<file path="config.mk">
export PLATFORM = sky130hd
export DESIGN_NAME = keyboard_scancode_line_editor_unit
export DESIGN_NICKNAME = d
export VERILOG_FILES = /design/src/design/kbsle_pkg.sv /design/src/design/kbsle_ram.sv /design/src/design/keyboard_scancode_line_editor_unit.sv
export SDC_FILE = /design/constraint.sdc
export NUM_CORES = 2
export LEC_CHECK = 0
export BUFFER_PORTS_ARGS = -buffer_cell sky130_fd_sc_hd__buf_4
export CAP_MARGIN = 20
export CORE_UTILIZATION = 40
export DETAILED_ROUTE_END_ITERATION = 8
export MAX_ROUTING_LAYER = met4
export PLACE_DENSITY_LB_ADDON = 0.12
export SYNTH_ARGS = -nofsm -noshare
export SYNTH_HDL_FRONTEND = slang
export SYNTH_SLANG_ARGS = --single-unit
</file>
<file path="constraint.sdc">
create_clock -name clk -period 8.6 [get_ports clk]
set_input_delay 1.72 -clock clk [delete_from_list [all_inputs] [get_ports clk]]
set_output_delay 1.72 -clock clk [all_outputs]
set_load 0.005 [all_outputs]
</file>
<file path="src/design/kbsle_pkg.sv">
// ----------------------------------------------------------------------------
// kbsle_pkg
// Shared types, codes and the set-1 key code to ASCII map for the line editor.
// ----------------------------------------------------------------------------
package kbsle_pkg;

  // Operation selector carried on the input tuser.
  typedef enum logic [1:0] {
    OP_KEY   = 2'd0,
    OP_READ  = 2'd1,
    OP_CLEAR = 2'd2
  } op_t;

  // Result kind carried on the output tuser.
  typedef enum logic [1:0] {
    KIND_ECHO  = 2'd0,
    KIND_READ  = 2'd1,
    KIND_CLEAR = 2'd2
  } kind_t;

  localparam logic [7:0] KEY_LSHIFT_PRESS   = 8'h2A;
  localparam logic [7:0] KEY_RSHIFT_PRESS   = 8'h36;
  localparam logic [7:0] KEY_LSHIFT_RELEASE = 8'hAA;
  localparam logic [7:0] KEY_RSHIFT_RELEASE = 8'hB6;

  localparam logic [7:0] CH_NONE = 8'h00;
  localparam logic [7:0] CH_BS   = 8'h08;
  localparam logic [7:0] CH_LF   = 8'h0A;
  localparam logic [7:0] CH_CR   = 8'h0D;

  // Field positions inside the output tdata.
  localparam int OUT_DATA_LSB  = 0;
  localparam int OUT_READY_BIT = 8;
  localparam int OUT_LEN_LSB   = 9;

  // Maps a press code to ASCII. Unmapped codes return CH_NONE.
  function automatic logic [7:0] key_to_ascii(input logic [6:0] code, input logic shift);
    logic [7:0] ch;
    unique case (code)
      7'h02: ch = shift ? "!" : "1";
      7'h03: ch = shift ? "@" : "2";
      7'h04: ch = shift ? "#" : "3";
      7'h05: ch = shift ? "$" : "4";
      7'h06: ch = shift ? "%" : "5";
      7'h07: ch = shift ? "^" : "6";
      7'h08: ch = shift ? "&" : "7";
      7'h09: ch = shift ? "*" : "8";
      7'h0A: ch = shift ? "(" : "9";
      7'h0B: ch = shift ? ")" : "0";
      7'h0C: ch = shift ? "_" : "-";
      7'h0D: ch = shift ? "+" : "=";
      7'h0E: ch = CH_BS;
      7'h10: ch = shift ? "Q" : "q";
      7'h11: ch = shift ? "W" : "w";
      7'h12: ch = shift ? "E" : "e";
      7'h13: ch = shift ? "R" : "r";
      7'h14: ch = shift ? "T" : "t";
      7'h15: ch = shift ? "Y" : "y";
      7'h16: ch = shift ? "U" : "u";
      7'h17: ch = shift ? "I" : "i";
      7'h18: ch = shift ? "O" : "o";
      7'h19: ch = shift ? "P" : "p";
      7'h1C: ch = CH_LF;
      7'h1E: ch = shift ? "A" : "a";
      7'h1F: ch = shift ? "S" : "s";
      7'h20: ch = shift ? "D" : "d";
      7'h21: ch = shift ? "F" : "f";
      7'h22: ch = shift ? "G" : "g";
      7'h23: ch = shift ? "H" : "h";
      7'h24: ch = shift ? "J" : "j";
      7'h25: ch = shift ? "K" : "k";
      7'h26: ch = shift ? "L" : "l";
      7'h2C: ch = shift ? "Z" : "z";
      7'h2D: ch = shift ? "X" : "x";
      7'h2E: ch = shift ? "C" : "c";
      7'h2F: ch = shift ? "V" : "v";
      7'h30: ch = shift ? "B" : "b";
      7'h31: ch = shift ? "N" : "n";
      7'h32: ch = shift ? "M" : "m";
      7'h33: ch = shift ? "<" : ",";
      7'h34: ch = shift ? ">" : ".";
      7'h35: ch = shift ? "?" : "/";
      7'h39: ch = " ";
      default: ch = CH_NONE;
    endcase
    return ch;
  endfunction

endpackage

</file>
<file path="src/design/kbsle_ram.sv">
// ----------------------------------------------------------------------------
// kbsle_ram
// Generic simple dual-port RAM: one write port, one read port, registered read.
// ----------------------------------------------------------------------------
module kbsle_ram #(
  parameter int WIDTH = 8,
  parameter int DEPTH = 256
) (
  input  logic                     clk,
  input  logic                     wr_en,
  input  logic [$clog2(DEPTH)-1:0] wr_addr,
  input  logic [WIDTH-1:0]         wr_data,
  input  logic                     rd_en,
  input  logic [$clog2(DEPTH)-1:0] rd_addr,
  output logic [WIDTH-1:0]         rd_data
);

  logic [WIDTH-1:0] mem [DEPTH];

  always_ff @(posedge clk) begin
    if (wr_en) begin
      mem[wr_addr] <= wr_data;
    end
    if (rd_en) begin
      rd_data <= mem[rd_addr];
    end
  end

endmodule

</file>
<file path="src/design/keyboard_scancode_line_editor_unit.sv">
// ----------------------------------------------------------------------------
// keyboard_scancode_line_editor_unit
// Set-1 key code line editor with shift tracking, echo and a line store.
// ----------------------------------------------------------------------------
// Usage:
//   Input stream (s_axis_*): each transaction is one operation. tuser selects
//   a key code, a read of one stored line character, or a line clear.
//   Output stream (m_axis_*): echo bytes, read replies and clear acknowledges.
//   tlast marks the final result caused by one input transaction.
// Datapath: the decode register is loaded at the accepting edge, together with
//   the registered read of the line store. The output register is loaded
//   from the decode register once it is empty or its result is taken, and
//   only then is the result offered on m_axis.
// Throughput: one input transaction per cycle while the output is not stalled.
//   Enter produces two results (CR then LF) and holds the decode register
//   until both are sent; every other operation produces at most one result.
//   The rate is set by the single output beat per cycle of the output register.
// Reset: rst clears shift state, line length, line-ready flag and all valid
//   flags. The line store itself is not cleared; only written positions below
//   the current length are ever read back.
// Stall: when m_axis_tready is low the output register holds its result and
//   the decode register keeps the next one, so one further transaction is
//   still taken before s_axis_tready drops.
// ----------------------------------------------------------------------------
module keyboard_scancode_line_editor_unit
  import kbsle_pkg::*;
#(
  parameter int LINE_CAPACITY = 256
) (
  input  logic        clk,
  input  logic        rst,
  // Input stream.
  input  logic        s_axis_tvalid,
  output logic        s_axis_tready,
  input  logic [15:0] s_axis_tdata,   // [7:0] key_code, [15:8] read_index
  input  logic [1:0]  s_axis_tuser,   // [1:0] op
  // Output stream.
  output logic        m_axis_tvalid,
  input  logic        m_axis_tready,
  output logic [23:0] m_axis_tdata,   // [7:0] data, [8] line_ready, [16:9] line_length
  output logic [1:0]  m_axis_tuser,   // [1:0] kind
  output logic        m_axis_tlast
);

  // Position width: the line holds at most LINE_CAPACITY-1 characters.
  localparam int PW = $clog2(LINE_CAPACITY);
  // Compare width wide enough for both the position and an 8-bit index.
  localparam int CW = (PW > 8) ? PW : 8;

  // --------------------------------------------------------------------------
  // Editor state.
  // --------------------------------------------------------------------------
  logic          shift_held, shift_held_next;
  logic [PW-1:0] line_pos, line_pos_next;
  logic          line_done, line_done_next;

  // Input transaction fields.
  logic          accept;
  logic [7:0]    key_code;
  logic [7:0]    read_index;
  logic [CW-1:0] idx_ext;
  logic [CW-1:0] pos_ext;
  logic [CW-1:0] pos_next_ext;
  logic [7:0]    ch;

  assign accept     = s_axis_tvalid && s_axis_tready;
  assign key_code   = s_axis_tdata[7:0];
  assign read_index = s_axis_tdata[15:8];
  assign idx_ext    = CW'(read_index);
  assign pos_ext    = CW'(line_pos);
  assign ch         = key_to_ascii(key_code[6:0], shift_held);

  // Decode results for the accepted transaction.
  logic          gen;        // at least one result
  logic          gen_two;    // Enter: CR then LF
  logic          gen_read;   // reply data comes from the line store
  logic          gen_rd_ok;  // index lies inside the current line
  kind_t         gen_kind;
  logic [7:0]    gen_data;
  logic          st_wr_en;
  logic          st_rd_en;

  always_comb begin
    shift_held_next = shift_held;
    line_pos_next   = line_pos;
    line_done_next  = line_done;
    gen             = 1'b0;
    gen_two         = 1'b0;
    gen_read        = 1'b0;
    gen_rd_ok       = 1'b0;
    gen_kind        = KIND_ECHO;
    gen_data        = CH_NONE;
    st_wr_en        = 1'b0;
    st_rd_en        = 1'b0;
    if (accept) begin
      unique case (op_t'(s_axis_tuser))
        OP_READ: begin
          gen       = 1'b1;
          gen_read  = 1'b1;
          gen_kind  = KIND_READ;
          gen_rd_ok = idx_ext < pos_ext;
          st_rd_en  = 1'b1;
        end
        OP_CLEAR: begin
          gen            = 1'b1;
          gen_kind       = KIND_CLEAR;
          line_pos_next  = '0;
          line_done_next = 1'b0;
        end
        OP_KEY: begin
          priority if (key_code == KEY_LSHIFT_PRESS || key_code == KEY_RSHIFT_PRESS) begin
            shift_held_next = 1'b1;
          end else if (key_code == KEY_LSHIFT_RELEASE ||
                       key_code == KEY_RSHIFT_RELEASE) begin
            shift_held_next = 1'b0;
          end else if (key_code[7]) begin
            // Any other release code is ignored.
          end else if (ch == CH_NONE) begin
            // Unmapped press: nothing happens.
          end else if (ch == CH_BS) begin
            gen      = 1'b1;
            gen_data = CH_BS;
            if (line_pos != '0) begin
              line_pos_next = line_pos - PW'(1);
            end
          end else if (ch == CH_LF) begin
            gen            = 1'b1;
            gen_two        = 1'b1;
            line_done_next = 1'b1;
          end else if (line_pos != PW'(LINE_CAPACITY - 1)) begin
            gen           = 1'b1;
            gen_data      = ch;
            st_wr_en      = 1'b1;
            line_pos_next = line_pos + PW'(1);
          end else begin
            // Line full: the character is dropped.
          end
        end
        default: begin
          // Unused operation code: no result and no state change.
        end
      endcase
    end
  end

  always_ff @(posedge clk) begin
    if (rst) begin
      shift_held <= 1'b0;
      line_pos   <= '0;
      line_done  <= 1'b0;
    end else begin
      shift_held <= shift_held_next;
      line_pos   <= line_pos_next;
      line_done  <= line_done_next;
    end
  end

  // --------------------------------------------------------------------------
  // Line store. A read and a write come from different operations, so they
  // never share a cycle and never collide; a write goes to the current length.
  // --------------------------------------------------------------------------
  logic [7:0] st_rd_data;

  kbsle_ram #(
    .WIDTH (8),
    .DEPTH (LINE_CAPACITY)
  ) u_line_store (
    .clk     (clk),
    .wr_en   (st_wr_en),
    .wr_addr (line_pos),
    .wr_data (ch),
    .rd_en   (st_rd_en),
    .rd_addr (idx_ext[PW-1:0]),
    .rd_data (st_rd_data)
  );

  // --------------------------------------------------------------------------
  // Decode register: holds the pending results of one transaction together
  // with the line status after that transaction.
  // --------------------------------------------------------------------------
  logic       p_valid;
  logic       p_beat;     // first of two beats already sent
  logic       p_two;
  logic       p_read;
  logic       p_rd_ok;
  kind_t      p_kind;
  logic [7:0] p_data;
  logic       p_ready;
  logic [7:0] p_len;
  logic       p_send;
  logic       p_final;
  logic [7:0] len_sat;

  assign pos_next_ext = CW'(line_pos_next);
  assign len_sat      = (pos_next_ext > CW'(255)) ? 8'hFF : pos_next_ext[7:0];

  assign p_final       = !p_two || p_beat;
  assign p_send        = p_valid && (!m_axis_tvalid || m_axis_tready);
  assign s_axis_tready = !p_valid || (p_send && p_final);

  always_ff @(posedge clk) begin
    if (rst) begin
      p_valid <= 1'b0;
      p_beat  <= 1'b0;
    end else if (accept) begin
      p_valid <= gen;
      p_beat  <= 1'b0;
    end else if (p_send) begin
      if (p_final) begin
        p_valid <= 1'b0;
      end else begin
        p_beat <= 1'b1;
      end
    end
  end

  always_ff @(posedge clk) begin
    if (accept) begin
      p_two   <= gen_two;
      p_read  <= gen_read;
      p_rd_ok <= gen_rd_ok;
      p_kind  <= gen_kind;
      p_data  <= gen_data;
      p_ready <= line_done_next;
      p_len   <= len_sat;
    end
  end

  // --------------------------------------------------------------------------
  // Output register. The store read data is stable while the decode register
  // holds a read, because no new transaction is taken until it leaves.
  // --------------------------------------------------------------------------
  logic [7:0] beat_data;

  always_comb begin
    priority if (p_read) begin
      beat_data = p_rd_ok ? st_rd_data : CH_NONE;
    end else if (p_two) begin
      beat_data = p_beat ? CH_LF : CH_CR;
    end else begin
      beat_data = p_data;
    end
  end

  always_ff @(posedge clk) begin
    if (rst) begin
      m_axis_tvalid <= 1'b0;
    end else if (p_send) begin
      m_axis_tvalid <= 1'b1;
    end else if (m_axis_tready) begin
      m_axis_tvalid <= 1'b0;
    end
  end

  always_ff @(posedge clk) begin
    if (p_send) begin
      m_axis_tdata <= {7'd0, p_len, p_ready, beat_data};
      m_axis_tuser <= p_kind;
      m_axis_tlast <= p_final;
    end
  end

endmodule

</file>
==> metrics.txt <==
status complete, no violations; GR Overflow Total 0; GPL Wtd Cong around 0.84; minimum clock period after layout 5.91 ns; crit end category register; synth top area cells edfxtp_1, mux4_2, nor2_1; post-DP HPWL 123000 um; crit start category input port; CTS Hold Bufs 0; Worst-Margin Slew approximately 1.2 ns; fill cell count between 15k and 20k; row count roughly 160; DRC viols 0; Pleak ~26 nW; Arr. time, crit path between 6 and 7 ns; hold path depth 0; Initial Utilization around 40%; most common cell after layout, fill and taps aside edfxtp_1; asr flop ratio synth 0%; setup TNS 0 ns; CP Cell Sequence buf_4, nor2b_1, or4b_1, o32a_1, a311oi_4, and3_2, nand4_1, buf_4, nor2_1; count of cell types in the netlist ~70; CP max FO 22; CP dominant cell by count buf_4; Final Max Tran Viols 0; H-tree lvl count 4; initial antenna violation count 12; critical path class in2reg; drt pass-1 iters 5; total track usage 22.3%; Setup WS post-layout 2.69 ns; R2R depth 7; Nets 3916; Via density approximately 5.8; Period Utilization, post-route slightly below 70%; max cap viols 0; CTS buffer count 190; largest net degree at the start of global routing 178; Post-synth EDFFs 1838; CTS Root Buffer Type clkbuf_16; HP Class reg2reg; Yosys reg bits ~1.9k; Worst EP required 9.04 ns; Main synth FF type edfxtp_1; Synth Instances about 3.8k; post-synth top area share 75.4%; post-cts sizing count 0; Worst path slowest cell and3_2; wire per inst roughly 31 um; core area about 0.18 sq mm; Die Footprint roughly 0.18 sq mm; Pwr per Cell Area about 230 mW/mm^2; RSZ-0062 raised after global routing false; Die X-Extent 430 um; final setup fails 0; adder-cell share of the synthesized area less than 1%; Clock Latency Late Sink just over 0.8 ns; share of layout cells above drive strength 1 between 20% and 30%; clk slew on worst S/H paths approximately 0.060 ns; post-CTS setup buffer count 0; utilization after layout a little under half; Post-Syn Area between 0.07 and 0.08 sq mm; CTS Buffer Depth 3; Hold Violations, Final 0; die height approximately 430 um; Post-Syn Area per Cell 19.3 sq um; mux share of post-synthesis cell area 13.8%; peak supply drop 0.000154 V; worst stage delay on the critical path 1.08 ns; first-pass GRT wire length about 290000 um; FMAX 169 MHz; vias after detailed routing 37.4k; setup slack at placement approximately 1.9 ns; largest family of logic cells by synthesized area multiplexers; iteration-0 DRC count of the detailed router 4350; simple-gate share of the synthesized area about 4.2%; commonest non-fill, non-tap cells in the layout edfxtp_1, mux4_2, nor2_1, clkbuf_16, mux2i_1; DRT Wirelength about 200000 um; I/O Buffers 42; vias in the first global route 37.0k; sequential area share after synthesis between 70% and 80%; IO Count 51; clock skew 0.0357 ns; TritonCTS clock tree yes; flop2flop setup slack between 3 and 4 ns; area leader, netlist edfxtp_1; Area growth syn-to-layout 12.8%; CTS sink count roughly 1.9k; Compound-Gate Fraction of Synth Area under 10%; Detail Route Antenna Nets 0; xor-xnor portion of the synthesized cell area less than 1%; slew margin rel. between 20% and 30%; Syn. warnings 0
registers in the layout (all words and copies together), names as in the netlist:
register and cells:
u_line_store.mem 1792, m_axis_tdata 16, line_pos 8, p_len 8, p_data 7, u_line_store.rd_data 7, m_axis_tuser 2, p_kind 2
line_done 1, m_axis_tlast 1, m_axis_tvalid 1, p_beat 1, p_rd_ok 1, p_ready 1, p_two 1, p_valid 1
shift_held 1
kinds of logic (layout without fill, tap and decap cells):
| group | after synthesis | after routing |
|---|---|---|
| and+or+nand+nor | 650 | 650 |
| other | 1 | 17 |
| xor gates and xnor gates | 4 | 4 |
| DFF | 1851 | 1851 |
| buffers and inverters | 274 | 498 |
| AOI/OAI and AO/OA | 480 | 480 |
| muxes | 522 | 522 |
| adders and majority gates | 17 | 17 |
per-layer routing:
| layer | vias up | GRT usage [%] | routed length [um] |
|---|---|---|---|
| li1 | 15800 | - | - |
| met1 | 19900 | 32.5 | 90000 |
| met2 | 1455 | 33.4 | 93800 |
| met3 | 247 | 3.73 | 13200 |
| met4 | 0 | 4.35 | 3260 |
| met5 | - | - | 0 |
cells in the mapped netlist, types with 14 or more instances:
cell type and n:
a311oi_1 16, nand2_1 87, and3_1 16, a211oi_1 43
o21ai_0 94, clkbuf_1 136, mux4_2 385, nand2b_1 17
edfxtp_1 1838, nor2b_1 46, a221oi_1 14, buf_2 66
inv_1 24, o22ai_1 57, nor2_1 301, mux2_2 30
a22oi_1 101, nand3_1 48, a21oi_1 75, buf_1 36
nand4_1 24, mux2i_1 107, nor3_1 39, ha_1 16
per-stage QoR:
step | std cells | hold slack (ns) | power [mW] | instance area, sq um
after detailed placement | 6056 | 0.408 | 11.3 | 76400
final | 6409 | 0.418 | 19.2 | 82600
after floorplan | 3813 | 0.400 | 10.9 | 73300
after global routing | 6409 | 0.424 | 19.7 | 82600
after CTS | 6407 | 0.421 | 19.3 | 82600
after global placement | 6053 | 0.407 | 11.3 | 76400
where the power goes:
group	switching, mW	leakage (nW)	internal [mW]
clock network	3.54	2.98	4.57
registers	0.00626	16.9	10.0
logic	0.715	5.78	0.303
total	4.26	25.7	14.9
layout make-up:
cell class,instances,area [sq um],area share [%]
multi-input combinational,1688,16800,20.3
clock buffer,224,4880,5.91
clock inverter,127,1230,1.50
sequential,1851,55500,67.2
timing repair buffer,123,1190,1.44
antenna,2,5.00,0.00606
tap,2370,2970,3.59
inverter,24,90.1,0.109
worst paths after layout:
check / start / to
worst max register to register: p_two$_SDFFCE_PP0P_ / u_line_store.mem[94][2]$_DFFE_PP_
worst max-delay path: s_axis_tdata[4] / u_line_store.mem[94][2]$_DFFE_PP_
worst min register to register: p_kind[1]$_DFFE_PP_ / m_axis_tuser[1]$_DFFE_PP_
worst min-delay path: p_kind[1]$_DFFE_PP_ / m_axis_tuser[1]$_DFFE_PP_
worst max-delay path, delay by kind of cell:
kind                   cells  cell delay (ns)
AOI/OAI and AO/OA          2             0.93
buffers and inverters      2             0.63
and+or+nand+nor            5             3.05
(Power assumes the default switching activity.)
